### src/hw/rtl/owr_pkg.sv
// ----------------------------------------------------------------------------
// owr_pkg
// Shared types and constants for the overwrite ring with cumulative ack.
// ----------------------------------------------------------------------------
package owr_pkg;

  localparam int SEQ_W      = 32;
  localparam int PORT_PAY_W = 64;
  localparam int COUNT_W    = 8;

  localparam logic FUNC_STORE = 1'b0;
  localparam logic FUNC_ACK   = 1'b1;

  typedef enum logic [2:0] {
    S_IDLE,
    S_START,
    S_DROP,
    S_ACK_TEST,
    S_DONE
  } owr_state_t;

  typedef struct packed {
    logic load;
    logic rd;
    logic rd_next;
    logic append;
    logic over;
    logic pop;
    logic sync_wr;
    logic emit;
  } owr_cmd_t;

  typedef struct packed {
    logic is_ack;
    logic full;
    logic empty;
    logic seq_le;
    logic out_free;
  } owr_status_t;

endpackage

### src/hw/rtl/owr_ctrl.sv
// ----------------------------------------------------------------------------
// owr_ctrl
// Sequencer for store and ack words; drives datapath commands.
// ----------------------------------------------------------------------------
module owr_ctrl (
  input  logic                 clk,
  input  logic                 rst,
  input  logic                 in_valid,
  output logic                 in_ready,
  input  owr_pkg::owr_status_t status,
  output owr_pkg::owr_cmd_t    cmd
);
  import owr_pkg::*;

  owr_state_t state, state_next;

  always_ff @(posedge clk) begin
    if (rst) begin
      state <= S_IDLE;
    end else begin
      state <= state_next;
    end
  end

  always_comb begin
    state_next = state;
    cmd        = '0;
    in_ready   = 1'b0;
    unique case (state)
      S_IDLE: begin
        in_ready = 1'b1;
        if (in_valid) begin
          cmd.load   = 1'b1;
          state_next = S_START;
        end
      end
      S_START: begin
        if (status.is_ack) begin
          cmd.rd     = 1'b1;
          state_next = S_ACK_TEST;
        end else if (status.full) begin
          cmd.rd     = 1'b1;
          state_next = S_DROP;
        end else begin
          cmd.append = 1'b1;
          state_next = S_DONE;
        end
      end
      S_DROP: begin
        cmd.over   = 1'b1;
        state_next = S_DONE;
      end
      S_ACK_TEST: begin
        if (status.empty) begin
          cmd.sync_wr = 1'b1;
          state_next  = S_DONE;
        end else if (status.seq_le) begin
          cmd.pop     = 1'b1;
          cmd.rd      = 1'b1;
          cmd.rd_next = 1'b1;
        end else begin
          state_next = S_DONE;
        end
      end
      S_DONE: begin
        if (status.out_free) begin
          cmd.emit   = 1'b1;
          state_next = S_IDLE;
        end
      end
      default: state_next = S_IDLE;
    endcase
  end

endmodule

### config.mk
export PLATFORM = sky130hd
export DESIGN_NAME = owr_ctrl
export DESIGN_NICKNAME = d
export VERILOG_FILES = /design/src/hw/rtl/owr_pkg.sv /design/src/hw/rtl/owr_ctrl.sv
export SDC_FILE = /design/constraint.sdc
export NUM_CORES = 1
export LEC_CHECK = 0
export BUFFER_PORTS_ARGS = -buffer_cell sky130_fd_sc_hd__buf_2
export CAP_MARGIN = 15
export CORE_AREA = 2 2 39 41
export DETAILED_ROUTE_END_ITERATION = 6
export DIE_AREA = 0 0 41 43
export GPL_ROUTABILITY_DRIVEN = 0
export SYNTH_ARGS = -nofsm -noshare
export SYNTH_HDL_FRONTEND = slang
export SYNTH_SLANG_ARGS = --single-unit
### constraint.sdc
create_clock -name clk -period 1.5 [get_ports clk]
set_clock_uncertainty 0.05 [all_clocks]
set_input_delay 0.15 -clock clk [delete_from_list [all_inputs] [get_ports clk]]
set_output_delay 0.15 -clock clk [all_outputs]
set_load 0.1 [all_outputs]
# After elaboration in Yosys (flattened, before gate mapping)
# Index checks and enable logic that the tools add are counted.
classes:
  addsub: 0
  multipliers: 0
  div: 0
  magnitude_cmp: 0
  n_eq_ne: 7
  n_shift: 0
  n_mux: 26
  bitwise: 0
  reduce_logical: 2
op_table:
  columns: ["operator", "n"]
  rows:
  - ["2-to-1 mux 3 bit", 6]
  - ["2-to-1 mux 1 bit", 15]
  - ["one-hot mux 3 bit (5 select lines)", 1]
  - ["== test 3 x 2 -> 1 bit (second input constant)", 2]
  - ["2-to-1 mux 2 bit", 3]
  - ["!= test 2 bit (second input constant)", 2]
  - ["== test 3 x 1 -> 1 bit (second input constant)", 1]
  - ["== test 3 bit (second input constant)", 1]
  - ["zero test 3 bit", 1]
  - ["!= test 3 bit (second input constant)", 1]
  - ["AND reduction 3 bit", 1]
  - ["one-hot mux 1 bit (2 select lines)", 1]
totals:
  register_bits: 3
  latchBits: 0
  ramBits: 0
  mem_bits_ro: 0
  mem_count: 0

# Logic depth before layout (Yosys ltp)
logic_depth:
  ltp_word: 3
  mapped_depth: 4

# Worst setup path after synthesis
# No wires, ideal clock.
synth_timing:
  path_kind: "register to output"
  from: "reg state[2]"
  to: "out cmd[0] (netlist name)"
  arrival_ns: 3.603
  slack_ns: -2.303
  path_stages_with_launch: 4
  path_buffers: 1
  path_cell_list: "dfxtp_1 buf_6 inv_2 nor4b_1"
synth_rtl:
  columns: ["item", "line", "rtl"]
  rows:
  - ["start, declared", "owr_ctrl.sv:15", "owr_state_t state, state_next;"]
  - ["start signal, assigned", "owr_ctrl.sv:21", "state <= state_next;"]
  - ["end, declared", "owr_ctrl.sv:11", "output owr_pkg::owr_cmd_t cmd"]

==> flow_metrics.tcl <==
set metrics [dict create \
    async_flop_share_pct 0 \
    post-route-period-util_pct 97.6 \
    yosys.area_share.simple_pct 46.2 \
    max_slew_margin_pct 77.1 \
    die_x_um 41 \
    die_h_um 43 \
    slew_viol_final 0 \
    cellLeakagePower_nw 0.283 \
    largest_reg_flops 3 \
    rsz0062_at_grt "true" \
    cp-end-kind "output port" \
    drive_above_1_share_pct 81.5 \
    swShare_pct 42.3 \
    antennaDiodeCount 0 \
    cp_max_fo 5 \
    ys_seq_area_share_pct 21.7 \
    whs_ns 0.0377 \
    cts_tree "yes" \
    ys_top_cells_by_count "buf_6 (3), dfxtp_1 (3), nor3_1 (3)" \
    synth-xor-area-share_pct 0 \
    core_area_um2 1380 \
    peakVddDrop_v 0.000329 \
    fmax_mhz 683 \
    synth_edf_count 0 \
    tightest_slew_ns 0.342 \
    num-nets-final 63 \
    seq_power_share_pct 18.4 \
    power.share.clock_pct 28.6 \
    cts-hold-fix-buffers 0 \
    wirelength_um 824 \
    setup_tns_ns 0 \
    status "complete, no violations" \
    muxShareOfSynthArea_pct 3.62 \
    crit_required_ns 1.30 \
    portBuffers 16 \
    p_comb_share_pct 53.0 \
    setup_viol 0 \
    synth.distinct_cells 21 \
    setup.worst_path.start_class "register" \
    insertion_delay_ns 0.24 \
    clk_pin_slew_ns 0.04 \
    grt_max_degree 8 \
    num_vias 319 \
    cts.sinks 3 \
    hpwlAfterDp_um 626 \
    crit_type "register to output port" \
    yosys_warnings 0 \
    power.density_nw_per_um2 777 \
    synth-main-ff-cell "dfxtp_1" \
    reg_top3 "state: 3 flops" \
    cap_violations 0 \
    grt_pass1_wl_um 1260 \
    drt-wirelength-per-cell_um 11.8 \
    grt_use_total_pct 10.8 \
    initial_core_util_pct 20.0 \
    power.internal_uw 295 \
    switchingPower_uw 217 \
    synth_top_family_by_area "simple AND/OR/NAND/NOR gates" \
    drtAntennaViolNets 0 \
    cts.path.max_buffers 2 \
    antenna_found_initial 0 \
    synth_area_um2 277 \
    grt_overflow 0 \
    arrival_ns 1.26 \
    fin_crit_ns 1.46 \
    first_global_vias 302 \
    vias_per_cell 4.56 \
    htreeDepth 1 \
    stdcell_count 70 \
    avgSynthCellArea_um2 8.92 \
    top_register "state" \
    hold_violations 0 \
    synth_adder_area_share_pct 0 \
    die-area_um2 1760 \
    ys_ff_latch 3 \
    yosysTopAreaCellShare_pct 21.7 \
    cts_root_buf "clkbuf_4" \
    syn_inst 31 \
    place_area_um2 576 \
    synth_compound_area_share_pct 10.9 \
    hp-class "input port to register" \
    ys_top_cells_by_area "dfxtp_1 (22%), buf_6 (12%), nor4_2 (9.0%)" \
    cts_buffers 3 \
    drt-initial-drc-count 0 \
    yosysTopAreaCell "dfxtp_1" \
    final_area_um2 658 \
    remaining_drc_errors 0 \
    rows 14 \
    first_pass_iters 1 \
    placed_cells 64 \
    ios 17 \
    syn_nets 39 \
    area_growth_pct 138 \
]
-- metal layers --
layer / routed length (um) / track usage [%] / vias up
met4: 0 / 4.00 / 0
met5: 0 / 0 / -
met1: 331 / 12.0 / 144
li1: - / - / 160
met3: 76 / 6.81 / 0
met2: 415 / 15.9 / 15
-- worst max-delay path: stages (launching register included) --
cell and delay (ns):
dfxtp_4 0.35, buf_6 0.14, nor2_4 0.10, nand2_4 0.07
o22ai_4 0.17, buf_12 0.20
-- power by group through the flow --
stage	registers [mW]	logic, mW	clock network [mW]
floorplan	0.0896	0.175	0
global placement	0.0945	0.253	0
detailed placement	0.0945	0.254	0
CTS	0.0945	0.267	0.155
global route	0.0952	0.283	0.158
finish	0.0942	0.271	0.146
-- kinds of logic (layout without fill, tap and decap cells) --
logic type | after synthesis | in the layout
AO/OA/AOI/OAI | 4 | 4
AND/OR/NAND/NOR | 17 | 17
buffers and inverters | 6 | 29
multiplexers | 1 | 1
flip-flops | 3 | 3
-- cells in the final DEF, fill, tap and decap left out, types with 2 or more instances in the layout --
cell	count
buf_4	3
nor3_4	2
buf_2	7
nor2_4	2
buf_12	9
nor4_2	2
dfxtp_4	3
buf_6	4
clkbuf_4	3
-- per-stage QoR --
stage | utilization, % | setup WS, ns | power (mW)
after floorplan | - | -0.420 | 0.265
after global placement | 41.6 | 0.150 | 0.347
after detailed placement | 41.6 | 0.140 | 0.348
after CTS | 45.4 | -0.000309 | 0.516
after global routing | 47.6 | -0.00776 | 0.536
final | 47.6 | 0.0359 | 0.512
-- final cells by class --
class	instances	area, um2
Inverter	2	7.51
Tap cell	16	20.0
Fill cell	140	726
Clock buffer	4	26.3
Timing Repair Buffer	23	283
Sequential cell	3	71.3
Multi-Input combinational cell	22	250
-- worst paths after layout --
kind	cells past startpoint	start	slack (ns)	to
worst min register to register	2	state[0]$_SDFFE_PP0P_	0.58	state[1]$_SDFFE_PP0P_
worst max-delay path	5	state[1]$_SDFFE_PP0P_	0.04	cmd[6]
worst min-delay path	2	rst	0.04	state[2]$_SDFFE_PP0P_
worst max register to register	3	state[2]$_SDFFE_PP0P_	0.31	state[1]$_SDFFE_PP0P_
-- repair_timing --
item,4_1_cts,5_1_grt
gates cloned,0,0
endpoints found under the setup margin,7,4
buffers inserted,1,1
resized for setup,8,6
pin swaps,3,5
(Power assumes the default switching activity.)
