### config.mk
export PLATFORM = sky130hd
export DESIGN_NAME = owr_dp
export DESIGN_NICKNAME = d
export VERILOG_FILES = /design/src/hw/rtl/owr_pkg.sv /design/src/hw/rtl/owr_dp.sv
export SDC_FILE = /design/constraint.sdc
export NUM_CORES = 2
export LEC_CHECK = 0
export ABC_AREA = 1
export BUFFER_PORTS_ARGS = -buffer_cell sky130_fd_sc_hd__buf_2
export CAP_MARGIN = 5
export CORE_UTILIZATION = 45
export CTS_BUF_LIST = sky130_fd_sc_hd__clkbuf_8
export DETAILED_ROUTE_END_ITERATION = 10
export SETUP_SLACK_MARGIN = 0.15
export SLEW_MARGIN = 5
export SYNTH_ARGS = -nofsm -noshare
export SYNTH_HDL_FRONTEND = slang
export SYNTH_SLANG_ARGS = --single-unit
### constraint.sdc
create_clock -name clk -period 4.42 [get_ports clk]
set_input_delay 0.442 -clock clk [delete_from_list [all_inputs] [get_ports clk]]
set_output_delay 0.442 -clock clk [all_outputs]
set_load 0.01 [all_outputs]
### src/hw/rtl/owr_pkg.sv
// ----------------------------------------------------------------------------
// owr_pkg
// Shared types and constants for the overwrite ring with cumulative ack.
// ----------------------------------------------------------------------------
package owr_pkg;

  localparam int SEQ_W      = 32;
  localparam int PORT_PAY_W = 64;
  localparam int COUNT_W    = 8;

  localparam logic FUNC_STORE = 1'b0;
  localparam logic FUNC_ACK   = 1'b1;

  typedef enum logic [2:0] {
    S_IDLE,
    S_START,
    S_DROP,
    S_ACK_TEST,
    S_DONE
  } owr_state_t;

  typedef struct packed {
    logic load;
    logic rd;
    logic rd_next;
    logic append;
    logic over;
    logic pop;
    logic sync_wr;
    logic emit;
  } owr_cmd_t;

  typedef struct packed {
    logic is_ack;
    logic full;
    logic empty;
    logic seq_le;
    logic out_free;
  } owr_status_t;

endpackage

### src/hw/rtl/owr_dp.sv
// ----------------------------------------------------------------------------
// owr_dp
// Ring memories, pointers, counters and the result register.
// ----------------------------------------------------------------------------
module owr_dp #(
  parameter int DEPTH         = 128,
  parameter int PAYLOAD_WIDTH = 64
) (
  input  logic                            clk,
  input  logic                            rst,
  input  owr_pkg::owr_cmd_t               cmd,
  output owr_pkg::owr_status_t            status,
  input  logic                            in_func,
  input  logic [owr_pkg::SEQ_W-1:0]       in_sequence,
  input  logic [PAYLOAD_WIDTH-1:0]        in_payload,
  input  logic [owr_pkg::SEQ_W-1:0]       in_acked,
  output logic                            out_valid,
  input  logic                            out_ready,
  output logic                            out_dropped,
  output logic [owr_pkg::SEQ_W-1:0]       out_dropped_sequence,
  output logic [owr_pkg::COUNT_W-1:0]     out_removed_count,
  output logic [owr_pkg::COUNT_W-1:0]     out_queued_count
);
  import owr_pkg::*;

  localparam int AW = (DEPTH > 1) ? $clog2(DEPTH) : 1;
  localparam int CW = $clog2(DEPTH + 1);

  logic [SEQ_W-1:0]         mem_seq [DEPTH];
  logic [PAYLOAD_WIDTH-1:0] mem_pay [DEPTH];

  logic                     func_q;
  logic [SEQ_W-1:0]         seq_q;
  logic [PAYLOAD_WIDTH-1:0] pay_q;
  logic [SEQ_W-1:0]         acked_q;
  logic [AW-1:0]            oldest;
  logic [AW-1:0]            wr;
  logic [CW-1:0]            count;
  logic [CW-1:0]            removed;
  logic [SEQ_W-1:0]         rd_data;
  logic                     drop_flag;
  logic [SEQ_W-1:0]         drop_seq;

  logic [AW-1:0] oldest_inc;
  logic [AW-1:0] rd_addr;
  logic [AW-1:0] wr_addr;
  logic          wr_en;

  function automatic logic [AW-1:0] next_slot(input logic [AW-1:0] s);
    return (s == AW'(DEPTH - 1)) ? '0 : s + 1'b1;
  endfunction

  assign oldest_inc = next_slot(oldest);
  assign rd_addr    = cmd.rd_next ? oldest_inc : oldest;
  assign wr_addr    = cmd.over ? oldest : wr;
  assign wr_en      = cmd.append | cmd.over;

  always_ff @(posedge clk) begin
    if (wr_en) begin
      mem_seq[wr_addr] <= seq_q;
      mem_pay[wr_addr] <= pay_q;
    end
    if (cmd.rd) begin
      rd_data <= mem_seq[rd_addr];
    end
  end

  always_ff @(posedge clk) begin
    if (cmd.load) begin
      func_q  <= in_func;
      seq_q   <= in_sequence;
      pay_q   <= in_payload;
      acked_q <= in_acked;
    end
  end

  always_ff @(posedge clk) begin
    if (rst) begin
      oldest    <= '0;
      wr        <= '0;
      count     <= '0;
      removed   <= '0;
      drop_flag <= 1'b0;
      drop_seq  <= '0;
    end else begin
      if (cmd.load) begin
        removed   <= '0;
        drop_flag <= 1'b0;
        drop_seq  <= '0;
      end
      if (cmd.append) begin
        count <= count + 1'b1;
        wr    <= next_slot(wr);
      end
      if (cmd.over) begin
        drop_flag <= 1'b1;
        drop_seq  <= rd_data;
        oldest    <= oldest_inc;
        wr        <= oldest_inc;
      end
      if (cmd.pop) begin
        oldest  <= oldest_inc;
        count   <= count - 1'b1;
        removed <= removed + 1'b1;
      end
      if (cmd.sync_wr) begin
        wr <= oldest;
      end
    end
  end

  always_ff @(posedge clk) begin
    if (rst) begin
      out_valid <= 1'b0;
    end else if (cmd.emit) begin
      out_valid <= 1'b1;
    end else if (out_ready) begin
      out_valid <= 1'b0;
    end
  end

  always_ff @(posedge clk) begin
    if (cmd.emit) begin
      out_dropped          <= drop_flag;
      out_dropped_sequence <= drop_seq;
      out_removed_count    <= COUNT_W'(removed);
      out_queued_count     <= COUNT_W'(count);
    end
  end

  assign status.is_ack   = (func_q == FUNC_ACK);
  assign status.full     = (count == CW'(DEPTH));
  assign status.empty    = (count == '0);
  assign status.seq_le   = (rd_data <= acked_q);
  assign status.out_free = ~out_valid | out_ready;

endmodule

After elaboration in Yosys (flattened, before gate mapping):

Memories as Yosys holds them, arrays and structs flattened. A register that Yosys moved wholly into a read port is not among the register bits.
Cells that the tools add are included.

* add/subtract/negate cells: 5
* multipliers: 0
* divide/modulo/power cells: 0
* $lt $le $gt $ge: 1
* equal/unequal tests: 3
* shift operators: 0
* mux-type cells: 21
* bitwise gates (word level): 3
* reduce and logical (&&, ||, !) cells: 7

Operators with widths (number)
* $mux 32: 2
* $mux 7: 9
* $le 32x32->1: 1
* $mux 8: 4
* $add 8x1->8 const B: 2
* $add 7x1->7 const B: 2
* $eq 7x7->1 const B: 2
* $reduce_bool 2->1: 5
* $eq 8x8->1 const B: 1
* $logic_not 8->1: 1
* $sub 8x1->8 const B: 1
* $mux 1: 6
* $reduce_bool 3->1: 1
* $or 1x1->1: 2
* $not 1->1: 1

* bits in registers: 178
* bits in latches: 0
* memory bits (writable): 4096
* ROM bits: 0
* input bits: 140
* output and inout bits: 55
* memories: 1

Memory list
* mem_seq: depth 128, bits a word 32, rd ports 1, clocked after memory_dff 1, write ports 1, RTL line owr_dp.sv:29 `logic [SEQ_W-1:0] mem_seq [DEPTH];`

Longest topological paths before layout:

* depth after elaboration: 5
* mapped depth: 17

Worst setup path after synthesis:

OpenSTA, ideal clock, no wires.

* kind: input port to flip-flop
* start: input cmd[3] in the netlist's numbering
* end: memory mem_seq[105][0], enable pin
* arrival: 3.164 ns
* required time: 3.999 ns
* setup slack: 0.835 ns
* stages on the path: 9
* buffers on the path: 2
* cells stage by stage: clkbuf_1 > inv_1 > or2_2 > o21ai_0 > inv_1 > nor2_1 > nand3_1 > clkbuf_1 > nor2_1

* word-level cells in the longest chain between the ends: 3
* elaborated cells between the ends (all ways): 4

Ends and longest elaborated chain
* from (decl): RTL line owr_dp.sv:11 `input owr_pkg::owr_cmd_t cmd,`
* $or 1x1->1: RTL line owr_dp.sv:56 `assign wr_en = cmd.append | cmd.over;`
* $mux 1: RTL line owr_dp.sv:59 `if (wr_en) begin`
* $mux 1
* to (decl): RTL line owr_dp.sv:29

Several ways; a longest one is shown, not always the timed one.

Worst setup path in the final report:

* start: register oldest[0]
* end: register rd_data[9], read port of mem_seq, data pin

* word-level cells in the longest chain between the ends: 3
* elaborated cells between the ends (all ways): 4

Ends and longest elaborated chain
* from (decl): RTL line owr_dp.sv:36 `logic [AW-1:0] oldest;`
* from (signal assigned): RTL line owr_dp.sv:98 `oldest <= oldest_inc;`
* from (signal assigned): RTL line owr_dp.sv:102 `oldest <= oldest_inc;`
* $add 7x1->7 or $eq 7x7->1 (tied branches): RTL line owr_dp.sv:50 `return (s == AW'(DEPTH - 1)) ? '0 : s + 1'b1;`
* $mux 7: RTL line owr_dp.sv:50
* $mux 7 *: RTL line owr_dp.sv:54 `assign rd_addr = cmd.rd_next ? oldest_inc : oldest;`
* to (decl): RTL line owr_dp.sv:40 `logic [SEQ_W-1:0] rd_data;`

Mark *: on every way between the ends. The rest lies on a longest branch, timed or not.
A chain may end at the register's enable or synchronous reset.

==> results.cfg <==
[routing]
drt-total-wl_um = 538000
drt_iter0_drc = 16300
drt-vias-per-instance = 5.97
via_count = 121000
drt-wirelength-per-cell_um = 26.5
ant_nets = 0
drt_pass1_iterations = 9
drcViolationCount = 6

[cts]
clk_latency_ns = 1.22
clock_path_buffers = 4
cts_root_buf = clkbuf_8
cts-resized-gates = 0
cts_buffers = 698
cts_tree = done
htree_levels = 6
path_clk_slew_ns = 0.06
clock_sinks = 4306

[worst_setup_path]
crit_arrival_ns = 5.04
endpoint_kind = flop
cp-startpoint = oldest[0]
crit_slowest_cell = dfxtp_1
ff2ff_setup_slack_ns = 0.29
rr_endpoint = rd_data[9]
critPathMostFrequentCell = nand3_1
cp_slowest_stage_delay_ns = 0.49
cp_num_cells = 18
cp-start-kind = flop
critPathMaxFanout = 82
crit_buf_inv = 4
regToRegStartpoint = oldest[0]
worstPathCellList = ha_1 -> nand2_2 -> nor2_2 -> nand2_2 -> nand3_4 -> nand2_8 -> buf_4 -> buf_12 -> buf_12 -> nand2_1 -> nand3_1 -> nand3_1 -> nand3_1 -> nand3_1 -> nand3_1 -> nand3_1 -> buf_4 -> nand2_1
cpLargestDelayFamily = simple AND/OR/NAND/NOR gates
crit_required_ns = 5.33
crit_type = reg -> reg
endpoint = rd_data[9]
rr_worst_depth = 18

[run_status]
violations = design-rule violations
status = finished with violations

[grt]
grt_pass1_vias = 115000
antenna_found_initial = 32
grt_usage_pct = 26.7
grt_pass1_wl_um = 777000
grt_max_degree = 178
grt_overflow_total = 0

[die]
start_util_pct = 45.2
die_w_um = 627
rows = 229
die-area_mm2 = 0.393
io_pins = 195
die_h_um = 627
core-area_mm2 = 0.389

[placed_design]
dp_cells = 18900
pre_cts_ws_ns = 0.338
routabilityCongestion = 0.871
hpwl_um = 274000
port-buffer-count = 130

[run]
drv_cap = 0

[yosys]
synth_area_per_cell_um2 = 12.3
async_reset_ff_share_pct = 0
syn-cell-area_mm2 = 0.176
yosys-top-cells-count = nand3_1, edfxtp_1, nand2_1, buf_2, clkbuf_1
netlist.top_cell.by_area = edfxtp_1
syn_inst = 14300
synth_cell_types = 40
ys_ff_latch = 4306
synth_top_area_share_pct = 72.6
yosysMostFrequentCell = nand3_1
synth.yosys.seq_area_share_pct = 73.3
synth_ff_type = edfxtp_1
synth-edff-count = 4242
synth_area_leaders = edfxtp_1, nand3_1, nand2_1, buf_2, clkbuf_1
syn_nets = 14500
ys.warnings.count = 0

[sta]
period_needed_ns = 4.13
setup_viol = 0
drv_slew = 0
fin_worst_hold_slack_ns = 0.261
grt_setup_unrepaired = no
hold_violations = 0
fin_setup_tns_ns = 0
finalClockSkew_ns = 0.0723
relSlewSlack_pct = 18.1
fin_ws_ns = 0.290
post-route-period-util_pct = 93.4
worstMarginPinSlew_ns = 1.23
max_freq_ghz = 0.242

[worst_hold_path]
hold_start = cmd[2]
hp-class = in -> reg
hold_depth = 4

[pwr]
peakVddDrop_mv = 0.303
pwr_density_cell_mw_per_mm2 = 450
leakagePower_nw = 68.7

[layout]
layout.nets = 14800
instances_no_fill = 20300
area_growth_pct = 12.8
final_layout_size_suffix_gt1_share_pct = 10.4
nFillCells = 33300
-- metrics by stage --
stage	power [mW]	cell area [um2]	util, %
floorplan	53.7	176000	-
global placement	58.6	184000	47.4
detailed placement	58.7	184000	47.4
CTS	89.4	198000	50.9
global route	92.1	198000	50.9
finish	89.2	198000	50.9
-- area by class of cell --
cell class | instances | area [um2] | area share (%)
Clock buffer | 709 | 9760 | 4.93
Tap cell | 5197 | 6500 | 3.28
Multi-Input combinational cell | 8720 | 42200 | 21.3
Antenna cell | 8 | 20.0 | 0.0101
Inverter | 99 | 400 | 0.202
Sequential cell | 4306 | 129000 | 65.0
Clock inverter | 503 | 2350 | 1.19
Timing Repair Buffer | 770 | 8160 | 4.12
-- power breakdown --
group / switching, mW / internal, mW
clock: 15.8 / 15.1
sequential: 0.289 / 45.7
combinational: 9.03 / 3.25
-- sequential cells by signal (all words and copies together), names as in the netlist, 7 cells and up --
| name | count |
|---|---|
| mem_seq | 4096 |
| acked_q | 32 |
| drop_seq | 32 |
| out_dropped_sequence | 32 |
| rd_data | 32 |
| seq_q | 32 |
| count | 8 |
| out_queued_count | 8 |
| out_removed_count | 8 |
| removed | 8 |
| oldest | 7 |
| wr | 7 |
-- cells by family (layout without fill, tap and decap cells) --
logic type / count (synthesis) / count (layout) / share of synthesized area, %
other: 0 / 8 / 0
DFF: 4306 / 4306 / 73.3
and+or+nand+nor: 8534 / 8534 / 22.6
adders and majority gates: 42 / 42 / 0.304
AOI/OAI and AO/OA: 133 / 133 / 0.418
xor gates and xnor gates: 11 / 11 / 0.0549
buffers and inverters: 1249 / 2081 / 3.31
-- placed cells by master, fill, tap and decap left out, types with 3 or more instances in the layout --
cell,n
inv_12,6
nor2_1,50
o211ai_1,7
bufinv_16,4
xnor2_1,3
a21oi_1,75
dfxtp_1,64
clkinv_1,152
edfxtp_1,4242
nor4_1,3
xor2_1,8
buf_12,188
ha_1,41
dlygate4sd3_1,142
buf_4,310
inv_6,8
a211oi_1,3
nor3_1,8
inv_8,15
nand4_1,3
diode_2,8
nand3_1,6094
nor2_4,128
clkinvlp_4,14
nand2_1,2228
or2_2,4
a31oi_1,3
clkinv_2,28
inv_1,368
clkbuf_8,709
nand2_2,8
o21ai_0,30
buf_2,130
clkinv_8,6
o21ai_4,6
-- how the worst min path moves through the flow --
stage                                    end  slack (ns)
floorplan               out_removed_count[6]        0.41
global placement    out_dropped_sequence[23]        0.41
detailed placement  out_dropped_sequence[23]        0.41
CTS                               removed[1]        0.14
global route                      removed[1]        0.25
finish                            removed[1]        0.26
-- worst register-to-register path: stages, from the launching register on --
cell	delay (ns)
dfxtp_1	0.49
ha_1	0.26
nand2_2	0.08
nor2_2	0.15
nand2_2	0.13
nand3_4	0.27
nand2_8	0.20
buf_4	0.22
buf_12	0.16
buf_12	0.48
nand2_1	0.10
nand3_1	0.06
nand3_1	0.10
nand3_1	0.16
nand3_1	0.14
nand3_1	0.25
nand3_1	0.19
buf_4	0.20
nand2_1	0.18
-- layer usage --
| layer | vias up | part of all wire (%) | GRT usage [%] |
|---|---|---|---|
| met5 | - | 0.0099 | 0 |
| met2 | 6113 | 46 | 41.4 |
| met4 | 8 | 4.3 | 11.2 |
| li1 | 53500 | - | - |
| met1 | 60700 | 40 | 37.0 |
| met3 | 1029 | 9.5 | 5.00 |
-- what timing repair did --
| action | CTS | global route |
|---|---|---|
| hold endpoints to repair | 233 | 0 |
| setup buffers | 0 | 6 |
| hold buffers | 142 | 0 |
| endpoints found under the setup margin | 0 | 2 |
(Power assumes the default switching activity.)
